### src/rtl/pldd_pkg.sv
// Shared types, register codes and arithmetic constants of the line-follow PID drive.
package pldd_pkg;

  localparam int SENSOR_COUNT = 5;
  localparam int SAMPLE_W     = 10;
  localparam int IN_W         = SENSOR_COUNT * SAMPLE_W;
  localparam int IN_BYTES_W   = ((IN_W + 7) / 8) * 8;
  localparam int SCALED_W     = 7;
  localparam int CNT_W        = $clog2(SENSOR_COUNT + 1);
  localparam int DRIVE_W      = 8;
  localparam int ERR_W        = 8;
  localparam int INTEGRAL_W   = 24;
  localparam int CFG_INDEX_W  = 3;
  localparam int CFG_DATA_W   = 20;

  // Shared multiplier operand and product widths.
  localparam int MUL_A_W = 28;
  localparam int MUL_B_W = 29;
  localparam int PROD_W  = MUL_A_W + MUL_B_W;

  // Reciprocal constants: floor(x / d) = (x * M) >> S over the ranges used.
  localparam logic [23:0] SCALE_MUL    = 24'd13120100;  // v * 100 / 1023
  localparam int          SCALE_SHIFT  = 27;
  localparam logic [14:0] DIV100_MUL   = 15'd20972;     // x / 100
  localparam int          DIV100_SHIFT = 21;
  localparam logic [17:0] MAP_MUL      = 18'd255760;    // t * 200 / 410
  localparam int          MAP_SHIFT    = 19;
  localparam logic [28:0] RECIP_1000   = 29'd274877907; // x / 1000, x below 2**28
  localparam int          RECIP_SHIFT  = 38;

  // Error offset of the remapping and magnitude used when the integral term saturates.
  localparam logic [8:0]  MAP_OFFSET = 9'd205;
  localparam logic [7:0]  ERR_CENTRE = 8'd100;
  localparam logic [18:0] I_SAT_MAG  = 19'd262144;

  typedef enum logic [CFG_INDEX_W-1:0] {
    REG_BASE_SPEED   = 3'd0,
    REG_GAIN_P       = 3'd1,
    REG_GAIN_D       = 3'd2,
    REG_GAIN_I       = 3'd3,
    REG_BORDER_LEVEL = 3'd4
  } cfg_index_t;

  typedef struct packed {
    logic signed [7:0] base_speed;
    logic [15:0]       gain_p;
    logic [19:0]       gain_d;
    logic [15:0]       gain_i;
    logic [6:0]        border_level;
  } cfg_t;

  localparam cfg_t CFG_RESET = '{
    base_speed:   8'sd40,
    gain_p:       16'd8000,
    gain_d:       20'd64000,
    gain_i:       16'd3,
    border_level: 7'd50
  };

  typedef struct packed {
    logic signed [DRIVE_W-1:0] drive_left;
    logic signed [DRIVE_W-1:0] drive_right;
    logic                      line_present;
  } result_t;

endpackage

### src/rtl/pid_line_follow_drive.sv
// An accepted item steps through the sequencer states from scale to done; its result is
// then offered on the master side from the output register. The one shared multiplier
// computes thirteen products in turn; a new item is taken only when the sequencer is idle.
// A new item may be accepted while the previous result still waits in the output register.
// Reset (synchronous, active high) idles the sequencer, drops the output valid, clears the
// error history and integral, and restores every configuration register to its default.
module pid_line_follow_drive (
  input  logic                              clk,
  input  logic                              rst,
  // Sensor items: tdata holds from bit 0 up sensor_far_left, sensor_near_left,
  // sensor_center, sensor_near_right, sensor_far_right (10 bits each), 6 zero bits.
  input  logic                              s_axis_tvalid,
  output logic                              s_axis_tready,
  input  logic [pldd_pkg::IN_BYTES_W-1:0]   s_axis_tdata,
  // Drive items: tdata holds drive_left [7:0] and drive_right [15:8];
  // tuser holds line_present.
  output logic                              m_axis_tvalid,
  input  logic                              m_axis_tready,
  output logic [2*pldd_pkg::DRIVE_W-1:0]    m_axis_tdata,
  output logic                              m_axis_tuser,
  // Register writes: index selects the register, data is taken from bit 0 up.
  input  logic                              cfg_valid,
  output logic                              cfg_ready,
  input  logic [pldd_pkg::CFG_INDEX_W-1:0]  cfg_index,
  input  logic [pldd_pkg::CFG_DATA_W-1:0]   cfg_data
);

  pldd_pkg::cfg_t    cfg;
  pldd_pkg::result_t res, out_q;
  logic                             start, idle, res_valid, res_ready, out_valid;
  logic [pldd_pkg::MUL_A_W-1:0]     mul_a;
  logic [pldd_pkg::MUL_B_W-1:0]     mul_b;
  logic [pldd_pkg::PROD_W-1:0]      mul_p;

  // The register file accepts a write in every cycle; an unknown index is dropped.
  assign cfg_ready = 1'b1;

  always_ff @(posedge clk) begin
    if (rst) begin
      cfg <= pldd_pkg::CFG_RESET;
    end else if (cfg_valid) begin
      case (pldd_pkg::cfg_index_t'(cfg_index))
        pldd_pkg::REG_BASE_SPEED:   cfg.base_speed   <= signed'(cfg_data[7:0]);
        pldd_pkg::REG_GAIN_P:       cfg.gain_p       <= cfg_data[15:0];
        pldd_pkg::REG_GAIN_D:       cfg.gain_d       <= cfg_data[19:0];
        pldd_pkg::REG_GAIN_I:       cfg.gain_i       <= cfg_data[15:0];
        pldd_pkg::REG_BORDER_LEVEL: cfg.border_level <= cfg_data[6:0];
        default: begin
        end
      endcase
    end
  end

  // The sequencer takes an item only when it is idle; the output register
  // decouples it from the consumer.
  assign s_axis_tready = idle;
  assign start         = s_axis_tvalid && s_axis_tready;
  assign res_ready     = !out_valid || m_axis_tready;

  pldd_seq u_seq (
    .clk       (clk),
    .rst       (rst),
    .start     (start),
    .in_data   (s_axis_tdata[pldd_pkg::IN_W-1:0]),
    .cfg       (cfg),
    .idle      (idle),
    .res_valid (res_valid),
    .res_ready (res_ready),
    .res       (res),
    .mul_a     (mul_a),
    .mul_b     (mul_b),
    .mul_p     (mul_p)
  );

  pldd_mul u_mul (
    .clk (clk),
    .a   (mul_a),
    .b   (mul_b),
    .p   (mul_p)
  );

  // Output register: loaded when the sequencer finishes and the slot is free
  // or being emptied in the same cycle.
  always_ff @(posedge clk) begin
    if (rst) begin
      out_valid <= 1'b0;
    end else if (res_valid && res_ready) begin
      out_valid <= 1'b1;
    end else if (m_axis_tready) begin
      out_valid <= 1'b0;
    end
  end

  always_ff @(posedge clk) begin
    if (res_valid && res_ready) begin
      out_q <= res;
    end
  end

  assign m_axis_tvalid = out_valid;
  assign m_axis_tdata  = {out_q.drive_right, out_q.drive_left};
  assign m_axis_tuser  = out_q.line_present;

endmodule

### src/rtl/pldd_mul.sv
// Shared unsigned multiplier with a registered product.
module pldd_mul (
  input  logic                          clk,
  input  logic [pldd_pkg::MUL_A_W-1:0]  a,
  input  logic [pldd_pkg::MUL_B_W-1:0]  b,
  output logic [pldd_pkg::PROD_W-1:0]   p
);

  always_ff @(posedge clk) begin
    p <= pldd_pkg::PROD_W'(a) * pldd_pkg::PROD_W'(b);
  end

endmodule

### src/rtl/pldd_seq.sv
// Sequencer and datapath registers that step one item through the shared multiplier.
module pldd_seq (
  input  logic                                clk,
  input  logic                                rst,
  input  logic                                start,
  input  logic [pldd_pkg::IN_W-1:0]           in_data,
  input  pldd_pkg::cfg_t                      cfg,
  output logic                                idle,
  output logic                                res_valid,
  input  logic                                res_ready,
  output pldd_pkg::result_t                   res,
  output logic [pldd_pkg::MUL_A_W-1:0]        mul_a,
  output logic [pldd_pkg::MUL_B_W-1:0]        mul_b,
  input  logic [pldd_pkg::PROD_W-1:0]         mul_p
);

  typedef enum logic [11:0] {
    ST_IDLE    = 12'b0000_0000_0001,
    ST_SCALE   = 12'b0000_0000_0010,
    ST_ERR_DIV = 12'b0000_0000_0100,
    ST_ERR_MAP = 12'b0000_0000_1000,
    ST_P_MUL   = 12'b0000_0001_0000,
    ST_P_DIV   = 12'b0000_0010_0000,
    ST_D_MUL   = 12'b0000_0100_0000,
    ST_D_DIV   = 12'b0000_1000_0000,
    ST_I_MUL   = 12'b0001_0000_0000,
    ST_I_DIV   = 12'b0010_0000_0000,
    ST_SUM     = 12'b0100_0000_0000,
    ST_DONE    = 12'b1000_0000_0000
  } state_t;

  state_t state, state_next;
  logic [pldd_pkg::CNT_W-1:0]        cnt;
  logic [pldd_pkg::SAMPLE_W-1:0]     samp [pldd_pkg::SENSOR_COUNT];
  logic [pldd_pkg::SCALED_W-1:0]     scaled [pldd_pkg::SENSOR_COUNT];
  logic                              all_below, all_above, neg, i_sat;
  logic signed [pldd_pkg::ERR_W-1:0] err, prev_err;
  logic signed [13:0]                term_p;
  logic signed [18:0]                term_d;
  logic signed [pldd_pkg::INTEGRAL_W-1:0] integral;

  logic [pldd_pkg::SCALED_W-1:0]     scaled_now;
  logic                              scan_done;
  logic signed [7:0]                 d04, d13;
  logic signed [15:0]                n_sum;
  logic [14:0]                       n_mag;
  logic [7:0]                        q_div100, m_map;
  logic [8:0]                        map_in;
  logic signed [pldd_pkg::ERR_W-1:0] err_now;
  logic [6:0]                        err_mag;
  logic signed [8:0]                 diff;
  logic [7:0]                        diff_mag;
  logic [pldd_pkg::INTEGRAL_W-1:0]   int_mag;
  logic [12:0]                       q_p;
  logic [17:0]                       q_d;
  logic [18:0]                       q_i;
  logic signed [19:0]                term_i;
  logic signed [21:0]                steer;
  logic signed [22:0]                left_full, right_full;
  logic signed [pldd_pkg::INTEGRAL_W:0] int_sum;
  logic signed [pldd_pkg::INTEGRAL_W-1:0] int_sat;
  logic                              present;

  function automatic logic signed [pldd_pkg::DRIVE_W-1:0] clamp_drive(
    input logic signed [22:0] v
  );
    logic signed [pldd_pkg::DRIVE_W-1:0] r;
    if (v > 23'sd100) begin
      r = 8'sd100;
    end else if (v < -23'sd100) begin
      r = -8'sd100;
    end else begin
      r = pldd_pkg::DRIVE_W'(v);
    end
    return r;
  endfunction

  assign idle      = (state == ST_IDLE);
  assign res_valid = (state == ST_DONE);
  assign scan_done = (cnt == pldd_pkg::CNT_W'(pldd_pkg::SENSOR_COUNT));

  // Arithmetic around the multiplier, narrow and local to each step.
  always_comb begin
    scaled_now = mul_p[pldd_pkg::SCALE_SHIFT +: pldd_pkg::SCALED_W];
    d04   = signed'({1'b0, scaled[0]}) - signed'({1'b0, scaled[4]});
    d13   = signed'({1'b0, scaled[1]}) - signed'({1'b0, scaled[3]});
    // 5 * d04 + 200 * d13 by shifts and adds.
    n_sum = (16'(d04) <<< 2) + 16'(d04)
          + (16'(d13) <<< 7) + (16'(d13) <<< 6) + (16'(d13) <<< 3);
    n_mag = n_sum[15] ? 15'(-n_sum) : 15'(n_sum);

    q_div100 = mul_p[pldd_pkg::DIV100_SHIFT +: 8];
    map_in   = neg ? (pldd_pkg::MAP_OFFSET - 9'(q_div100))
                   : (pldd_pkg::MAP_OFFSET + 9'(q_div100));

    m_map   = mul_p[pldd_pkg::MAP_SHIFT +: 8];
    err_now = signed'(m_map - pldd_pkg::ERR_CENTRE);
    err_mag = err_now[pldd_pkg::ERR_W-1] ? 7'(-err_now) : 7'(err_now);

    diff     = 9'(err) - 9'(prev_err);
    diff_mag = diff[8] ? 8'(-diff) : 8'(diff);
    int_mag  = integral[pldd_pkg::INTEGRAL_W-1] ? pldd_pkg::INTEGRAL_W'(-integral)
                                                : pldd_pkg::INTEGRAL_W'(integral);

    q_p = mul_p[pldd_pkg::RECIP_SHIFT +: 13];
    q_d = mul_p[pldd_pkg::RECIP_SHIFT +: 18];
    q_i = i_sat ? pldd_pkg::I_SAT_MAG : mul_p[pldd_pkg::RECIP_SHIFT +: 19];
    term_i = neg ? -signed'({1'b0, q_i}) : signed'({1'b0, q_i});

    steer      = 22'(term_p) + 22'(term_d) + 22'(term_i);
    left_full  = 23'(cfg.base_speed) - 23'(steer);
    right_full = 23'(cfg.base_speed) + 23'(steer);

    int_sum = (pldd_pkg::INTEGRAL_W + 1)'(integral) + (pldd_pkg::INTEGRAL_W + 1)'(err);
    if (int_sum > signed'({2'b00, {(pldd_pkg::INTEGRAL_W - 1){1'b1}}})) begin
      int_sat = {1'b0, {(pldd_pkg::INTEGRAL_W - 1){1'b1}}};
    end else if (int_sum < signed'({2'b11, {(pldd_pkg::INTEGRAL_W - 1){1'b0}}})) begin
      int_sat = {1'b1, {(pldd_pkg::INTEGRAL_W - 1){1'b0}}};
    end else begin
      int_sat = pldd_pkg::INTEGRAL_W'(int_sum);
    end

    present = !all_below && !all_above;
  end

  // Operand selection for the shared multiplier.
  always_comb begin
    mul_a = '0;
    mul_b = '0;
    case (state)
      ST_SCALE: begin
        if (!scan_done) begin
          mul_a = pldd_pkg::MUL_A_W'(samp[cnt]);
          mul_b = pldd_pkg::MUL_B_W'(pldd_pkg::SCALE_MUL);
        end
      end
      ST_ERR_DIV: begin
        mul_a = pldd_pkg::MUL_A_W'(n_mag);
        mul_b = pldd_pkg::MUL_B_W'(pldd_pkg::DIV100_MUL);
      end
      ST_ERR_MAP: begin
        mul_a = pldd_pkg::MUL_A_W'(map_in);
        mul_b = pldd_pkg::MUL_B_W'(pldd_pkg::MAP_MUL);
      end
      ST_P_MUL: begin
        mul_a = pldd_pkg::MUL_A_W'(err_mag);
        mul_b = pldd_pkg::MUL_B_W'(cfg.gain_p);
      end
      ST_D_MUL: begin
        mul_a = pldd_pkg::MUL_A_W'(diff_mag);
        mul_b = pldd_pkg::MUL_B_W'(cfg.gain_d);
      end
      ST_I_MUL: begin
        mul_a = pldd_pkg::MUL_A_W'(int_mag);
        mul_b = pldd_pkg::MUL_B_W'(cfg.gain_i);
      end
      ST_P_DIV, ST_D_DIV, ST_I_DIV: begin
        mul_a = mul_p[pldd_pkg::MUL_A_W-1:0];
        mul_b = pldd_pkg::RECIP_1000;
      end
      default: begin
        mul_a = '0;
        mul_b = '0;
      end
    endcase
  end

  always_comb begin
    state_next = state;
    case (state)
      ST_IDLE:    if (start) state_next = ST_SCALE;
      ST_SCALE:   if (scan_done) state_next = ST_ERR_DIV;
      ST_ERR_DIV: state_next = ST_ERR_MAP;
      ST_ERR_MAP: state_next = ST_P_MUL;
      ST_P_MUL:   state_next = ST_P_DIV;
      ST_P_DIV:   state_next = ST_D_MUL;
      ST_D_MUL:   state_next = ST_D_DIV;
      ST_D_DIV:   state_next = ST_I_MUL;
      ST_I_MUL:   state_next = ST_I_DIV;
      ST_I_DIV:   state_next = ST_SUM;
      ST_SUM:     state_next = ST_DONE;
      ST_DONE:    if (res_ready) state_next = ST_IDLE;
      default:    state_next = ST_IDLE;
    endcase
  end

  always_ff @(posedge clk) begin
    if (rst) begin
      state <= ST_IDLE;
      cnt   <= '0;
    end else begin
      state <= state_next;
      if (state == ST_IDLE) begin
        cnt <= '0;
      end else if (state == ST_SCALE) begin
        cnt <= cnt + pldd_pkg::CNT_W'(1);
      end
    end
  end

  // Controller history: cleared by reset and whenever the line is lost.
  always_ff @(posedge clk) begin
    if (rst) begin
      integral <= '0;
      prev_err <= '0;
    end else if (state == ST_SUM) begin
      if (present) begin
        integral <= int_sat;
        prev_err <= err;
      end else begin
        integral <= '0;
        prev_err <= '0;
      end
    end
  end

  always_ff @(posedge clk) begin
    case (state)
      ST_IDLE: begin
        if (start) begin
          for (int i = 0; i < pldd_pkg::SENSOR_COUNT; i++) begin
            samp[i] <= in_data[i * pldd_pkg::SAMPLE_W +: pldd_pkg::SAMPLE_W];
          end
          all_below <= 1'b1;
          all_above <= 1'b1;
        end
      end
      ST_SCALE: begin
        if (cnt != '0) begin
          scaled[cnt - pldd_pkg::CNT_W'(1)] <= scaled_now;
          all_below <= all_below && (scaled_now < cfg.border_level);
          all_above <= all_above && (scaled_now > cfg.border_level);
        end
      end
      ST_ERR_DIV: neg <= n_sum[15];
      ST_P_MUL: begin
        err <= err_now;
        neg <= err_now[pldd_pkg::ERR_W-1];
      end
      ST_D_MUL: begin
        term_p <= neg ? -signed'({1'b0, q_p}) : signed'({1'b0, q_p});
        neg    <= diff[8];
      end
      ST_I_MUL: begin
        term_d <= neg ? -signed'({1'b0, q_d}) : signed'({1'b0, q_d});
        neg    <= integral[pldd_pkg::INTEGRAL_W-1];
      end
      ST_I_DIV: i_sat <= |mul_p[pldd_pkg::PROD_W-1:pldd_pkg::MUL_A_W];
      ST_SUM: begin
        res.drive_left   <= clamp_drive(left_full);
        res.drive_right  <= clamp_drive(right_full);
        res.line_present <= present;
      end
      default: begin
      end
    endcase
  end

endmodule

### config.mk
export PLATFORM = sky130hd
export DESIGN_NAME = pid_line_follow_drive
export DESIGN_NICKNAME = d
export VERILOG_FILES = /design/src/rtl/pldd_pkg.sv /design/src/rtl/pid_line_follow_drive.sv /design/src/rtl/pldd_mul.sv /design/src/rtl/pldd_seq.sv
export SDC_FILE = /design/constraint.sdc
export NUM_CORES = 2
export LEC_CHECK = 0
export BUFFER_PORTS_ARGS = -buffer_cell sky130_fd_sc_hd__buf_2
export CAP_MARGIN = 10
export CORE_ASPECT_RATIO = 0.75
export CORE_MARGIN = 1
export CORE_UTILIZATION = 55
export DETAILED_ROUTE_END_ITERATION = 8
export MAX_ROUTING_LAYER = met4
export PLACE_DENSITY = 0.71
export SKIP_CTS_REPAIR_TIMING = 1
export SLEW_MARGIN = 20
export SYNTH_ARGS = -nofsm -noshare
export SYNTH_HDL_FRONTEND = slang
export SYNTH_SLANG_ARGS = --single-unit
export TNS_END_PERCENT = 10
### constraint.sdc
create_clock -name clk -period 32.3 [get_ports clk]
set_input_delay 0 -clock clk [delete_from_list [all_inputs] [get_ports clk]]
set_output_delay 0 -clock clk [all_outputs]
set_load 0.005 [all_outputs]
# Yosys cells after proc, flatten, opt, wreduce, memory -nomap -nowiden

Memory sizes are Yosys's and may differ from the RTL's. A register that Yosys moved wholly into a read port is not among the register bits.
Index checks and enable logic that the tools add are counted.

Memory bits (writable): 85
Flip-flop bits (word level): 251
Memories: 2
Input port bits: 84
Output and inout port bits: 20

Memory list:

| name         | words | width | read ports | clocked after memory_dff | write ports | RTL line       | source |
|---|---|---|---|---|---|---|---|
| u_seq.samp   | 5     | 10    | 1          | 1                        | 5           | pldd_seq.sv:34 | `logic [pldd_pkg::SAMPLE_W-1:0] samp [pldd_pkg::SENSOR_COUNT];` |
| u_seq.scaled | 5     | 7     | 4          | 0                        | 1           | pldd_seq.sv:35 | `logic [pldd_pkg::SCALED_W-1:0] scaled [pldd_pkg::SENSOR_COUNT];` |

Multiplexer cells: 39
Eq/ne operators: 21
Magnitude comparators: 8
$add $sub $neg: 24
$mul: 1
Reduce and logical (&&, ||, !) cells: 26

Operator list:

| kind                                                                   | number |
|---|---|
| 29-bit one-hot mux with 7 select lines                                 | 1 |
| 28-bit one-hot mux with 7 select lines                                 | 1 |
| 12-bit one-hot mux with 12 select lines                                | 1 |
| 24-bit 2-to-1 mux                                                      | 5 |
| 28-bit by 29-bit multiplier with 57-bit output                         | 1 |
| 23-bit by 8-bit > comparator with 1-bit output, second input constant  | 2 |
| 23-bit by 8-bit < comparator with 1-bit output, second input constant  | 2 |
| 12-bit 2-to-1 mux                                                      | 3 |
| 8-bit 2-to-1 mux                                                       | 4 |
| 29-bit OR reduction                                                    | 1 |
| 24-bit by 8-bit adder with 25-bit output                               | 1 |
| 25-bit by 24-bit > comparator with 1-bit output, second input constant | 1 |
| 25-bit by 24-bit < comparator with 1-bit output, second input constant | 1 |
| 24-bit negator                                                         | 1 |
| 8-bit by 22-bit adder with 23-bit output                               | 1 |
| 8-bit by 22-bit subtractor with 23-bit output                          | 1 |
| 20-bit by 20-bit adder with 21-bit output                              | 1 |
| 14-bit by 19-bit adder with 20-bit output                              | 1 |
| 20-bit 2-to-1 mux                                                      | 1 |
| 19-bit negator with 20-bit output                                      | 1 |
| 19-bit 2-to-1 mux                                                      | 1 |
| 18-bit negator with 19-bit output                                      | 1 |
| 18-bit 2-to-1 mux                                                      | 1 |
| 11-bit by 15-bit adder with 16-bit output                              | 1 |
| other kinds (53)                                                       | 84 |

# Longest topological paths before layout

An unclocked memory read counts as a cell.

Word-level depth: 10
Depth in mapped cells: 51
Depth with buffers taken out: 49

# Hierarchy

From an unflattened synthesis, not the netlist that was laid out.

Cell total of the unflattened synthesis: 5311
Area total of the unflattened synthesis: 48252.5 µm²

By module, submodules not included:

| module                | area an instance (µm²) | cells an instance | instances |
|---|---|---|---|
| pldd_mul              | 27895.5                | 3140              | 1 |
| pldd_seq              | 17043.8                | 1883              | 1 |
| pid_line_follow_drive | 3313.2                 | 288               | 1 |

# Worst setup path after synthesis

No wires, ideal clock.

Path type: register to register
From: memory u_seq.scaled[1][1] (netlist name)
To: register u_mul.p[53] (netlist name)
Slack: 20727 ps
Setup time: 72 ps
Data required time: 32228 ps
Arrival time: 11501 ps
Stages on the path, launching flop included: 46
Buffers on the path: 1
Cell sequence: edfxtp_1 -> ha_1 -> nor2b_1 -> o21ai_1 -> a21boi_1 -> o21ai_0 -> nand2b_1 -> xor2_1 -> fa_1 -> inv_1 -> fa_1 -> fa_1 -> inv_1 -> ha_1 -> o21ai_1 -> a21boi_1 -> o21ai_1 -> a21oi_1 -> (+10 left out) -> fa_1 -> inv_1 -> fa_1 -> fa_1 -> inv_1 -> fa_1 -> inv_1 -> ha_1 -> and2_1 -> and3_1 -> nand2_1 -> o211a_1 -> o21ai_2 -> a41oi_4 -> o41ai_4 -> a31oi_2 -> o41ai_2 -> xor2_1

RTL lines:

| element                | RTL line       | source |
|---|---|---|
| start: declaration     | pldd_seq.sv:35 |  |
| end signal: assignment | pldd_mul.sv:10 | `p <= pldd_pkg::PROD_W'(a) * pldd_pkg::PROD_W'(b);` |
| end: declaration       | pldd_mul.sv:6  | `output logic [pldd_pkg::PROD_W-1:0] p` |

==> metrics <==
outcome=finished with violations; failing checks=negative hold slack; initial antenna violation count=2; vias in the first global route=between 30000 and 40000; CTS tree=done; first-pass GRT wire length=186000 microns; Leakage=23.2 nW; row count=88; Worst Path Arrival=14.41 ns; RSZ-0062 raised after global routing=false; FFs w/ async S/R, synth=0%; Syn Area/Cell=8.99 sq um; chip height=roughly 240 microns; CP required=32.77 ns; final core occ=about three fifths; kind of end point of the critical path=register; largest net degree at the start of global routing=74; Slowest cell on crit path=a21oi_2; Rel. slew slack=roughly 15%; Starting Density=55.9%; commonest cells after routing, fill and taps aside=1011 x inv_1, 610 x fa_1, 491 x nand2_1, 405 x ha_1, 301 x nor2_1; CTS Buffer Depth=3; Hold Violations, Final=8; worst-path fanout max=16; number of flops mapped to enable cells by yosys=157; GPL Wtd Cong=around 0.97; # port buffers=96; part of the power in combinational logic=just under 60%; Mapped Area=43200 sq um; Worst-Margin Slew=1.26 ns; cell count after synthesis=4803; pre-CTS setup slack=roughly 19 ns; DP Wirelength=roughly 96000 microns; hold_ws=-0.0168 ns; H-tree levels=2; Max Fclk=71.7 MHz; DRT iter0 DRCs=approximately 3300; Sw Ratio=46.2%; Setup violations, final=0; DRT Wirelength=120000 microns; Nets=6098; commonest non-fill, non-tap cell in the layout=inv_1; sequential fraction of design power=22.3%; FF+latch count, synth=around 330; clk_lat worst skew=0.59 ns; fraction of the yosys area taken by sequential cells=a little under a fifth; Vias=33862; max-cap violations=0; VDD IR-drop max=~0.062 mV; PwrDens=49.4 nW/um^2; startpoint types=register; Yosys Warn Count=0; final worst slack=18.36 ns; Pre-antenna DRT Iters=6; Psw=1.08 mW; core area=77300 sq um; I/O pin count=104; worst hold path type=input pin to register; P&R area growth vs syn=9.16%; kind of critical path=register to register; fin crit period=13.94 ns; DRC=0; CTS Root Cell=clkbuf_16; most frequent CP cell=fa_1; CTS buffer count=37; Cell variety after synth=93; Clock power frac=a little under a fifth; clk sinks=332; final worst-path cycle share=43.2%; CP max stage delay=slightly below 0.9 ns; Max Transition Viols Final=0; Die Wd=326 microns; Clock Skew=about 0.019 ns; setup TNS=0 ns; Most used DFF post-synth=dfxtp_1; DRT antenna net count=0; Int Power=1.25 mW; vias per inst=approximately 5.6; die area=~80000 sq um; overall routing resource usage=31.3%; total congestion overflow=0; layout cells sized above 1=under 10%; Worst-path clk slew=around 0.08 ns; average wire per cell in the routed design=19.8 microns
==> power by group through the flow <==
stage | sequential, mW | combinational, mW | clock (mW)
3_3_place_gp | 0.526 | 1.31 | 0
6_report | 0.520 | 1.37 | 0.442
2_1_floorplan | 0.511 | 0.995 | 0
4_1_cts | 0.518 | 1.34 | 0.449
5_1_grt | 0.521 | 1.52 | 0.463
3_5_place_dp | 0.527 | 1.33 | 0
==> critical path: cells and delay by family, from the launching register on <==
| family | cells | cell delay, ns |
|---|---|---|
| buf+inv | 8 | 0.45 |
| xor+xnor | 3 | 1.29 |
| compound gates | 15 | 4.52 |
| fa+ha+maj | 14 | 6.38 |
| simple gates | 6 | 0.82 |
| flops | 1 | 0.35 |
==> synth_stat cells (26+ instances only) <==
cell	number	area (sq um)
fa_1	610	12200
a21o_1	78	586
a21oi_1	258	1290
edfxtp_1	157	4710
nand3b_1	26	195
dfxtp_1	175	3500
ha_1	405	5070
or3_1	27	169
clkbuf_1	128	480
nor2b_1	34	213
a21boi_0	29	218
buf_2	31	155
nand2_1	491	1840
and2_1	41	257
xnor2_1	120	1050
and3_1	30	188
nand3_1	62	310
nand2b_1	41	257
o21a_1	31	233
inv_1	1012	3800
nor2_1	303	1140
o21ai_1	34	170
nor3_1	50	250
xor2_1	91	797
o21ai_0	134	671
==> layer usage <==
| metal | global-route usage (%) | vias to the layer above | share of wire [%] |
|---|---|---|---|
| met5 | - | - | 0 |
| li1 | - | 15660 | - |
| met1 | 47.0 | 16614 | 46 |
| met3 | 6.79 | 167 | 11 |
| met4 | 7.17 | 0 | 2.3 |
| met2 | 42.8 | 1421 | 41 |
==> cell families (layout without fill, tap and decap cells) <==
logic type | count (synthesis) | after routing | share of synthesized area [%]
adder cells (fa/ha/maj) | 1015 | 1015 | 40.0
AND/OR/NAND/NOR | 1222 | 1222 | 13.1
XOR/XNOR | 214 | 214 | 4.44
buffers and inverters | 1186 | 1309 | 10.4
multiplexers | 37 | 37 | 1.16
other | 2 | 105 | 0.0174
flip-flops | 332 | 332 | 19.0
AO/OA/AOI/OAI | 795 | 795 | 11.8
==> metrics by stage <==
step | instances | power, mW | hold WS [ns] | area (sq um)
floorplan | 4905 | 1.51 | 0.0989 | 43600
global placement | 5919 | 1.83 | 0.176 | 45100
detailed placement | 5919 | 1.86 | 0.178 | 45100
CTS | 5987 | 2.30 | -0.452 | 46400
global route | 6063 | 2.50 | 0.00315 | 47100
finish | 6064 | 2.33 | -0.0168 | 47100
==> path summary, 6_finish.rpt <==
| path | depth (start not counted) | slack (ns) | start | to |
|---|---|---|---|---|
| setup / recovery | 46 | 18.36 | u_seq.scaled[1][0]$_DFFE_PP_ | u_mul.p[44]$_DFF_P_ |
| hold / removal | 5 | -0.02 | cfg_index[1] | cfg[58]$_SDFFE_PP0P_ |
| hold reg to reg | 0 | 0.42 | u_seq.res[0]$_DFFE_PP_ | m_axis_tuser$_DFFE_PP_ |
| setup reg to reg | 46 | 18.36 | u_seq.scaled[1][0]$_DFFE_PP_ | u_mul.p[44]$_DFF_P_ |
==> flip-flops by register name, indices dropped and copies added, names as in the netlist, named ones only <==
register	cells
cfg	67
u_mul.p	57
u_seq.samp	50
u_seq.scaled	28
u_seq.integral	24
u_seq.term_d	19
u_seq.res	17
m_axis_tdata	16
u_seq.term_p	14
u_seq.state	12
u_seq.err	8
u_seq.prev_err	8
u_seq.cnt	3
m_axis_tuser	1
m_axis_tvalid	1
u_seq.all_above	1
u_seq.all_below	1
u_seq.i_sat	1
u_seq.neg	1
==> layout make-up <==
type,instances,area [sq um]
multi-input cells,3387,30900
fillers,6757,30200
flip-flops and latches,332,8220
inverters,1013,3800
repair buffers,228,1660
well taps,1035,1290
clock buffers,53,1100
clock inverters,15,146
diodes,1,2.50
(Power assumes the default switching activity.)
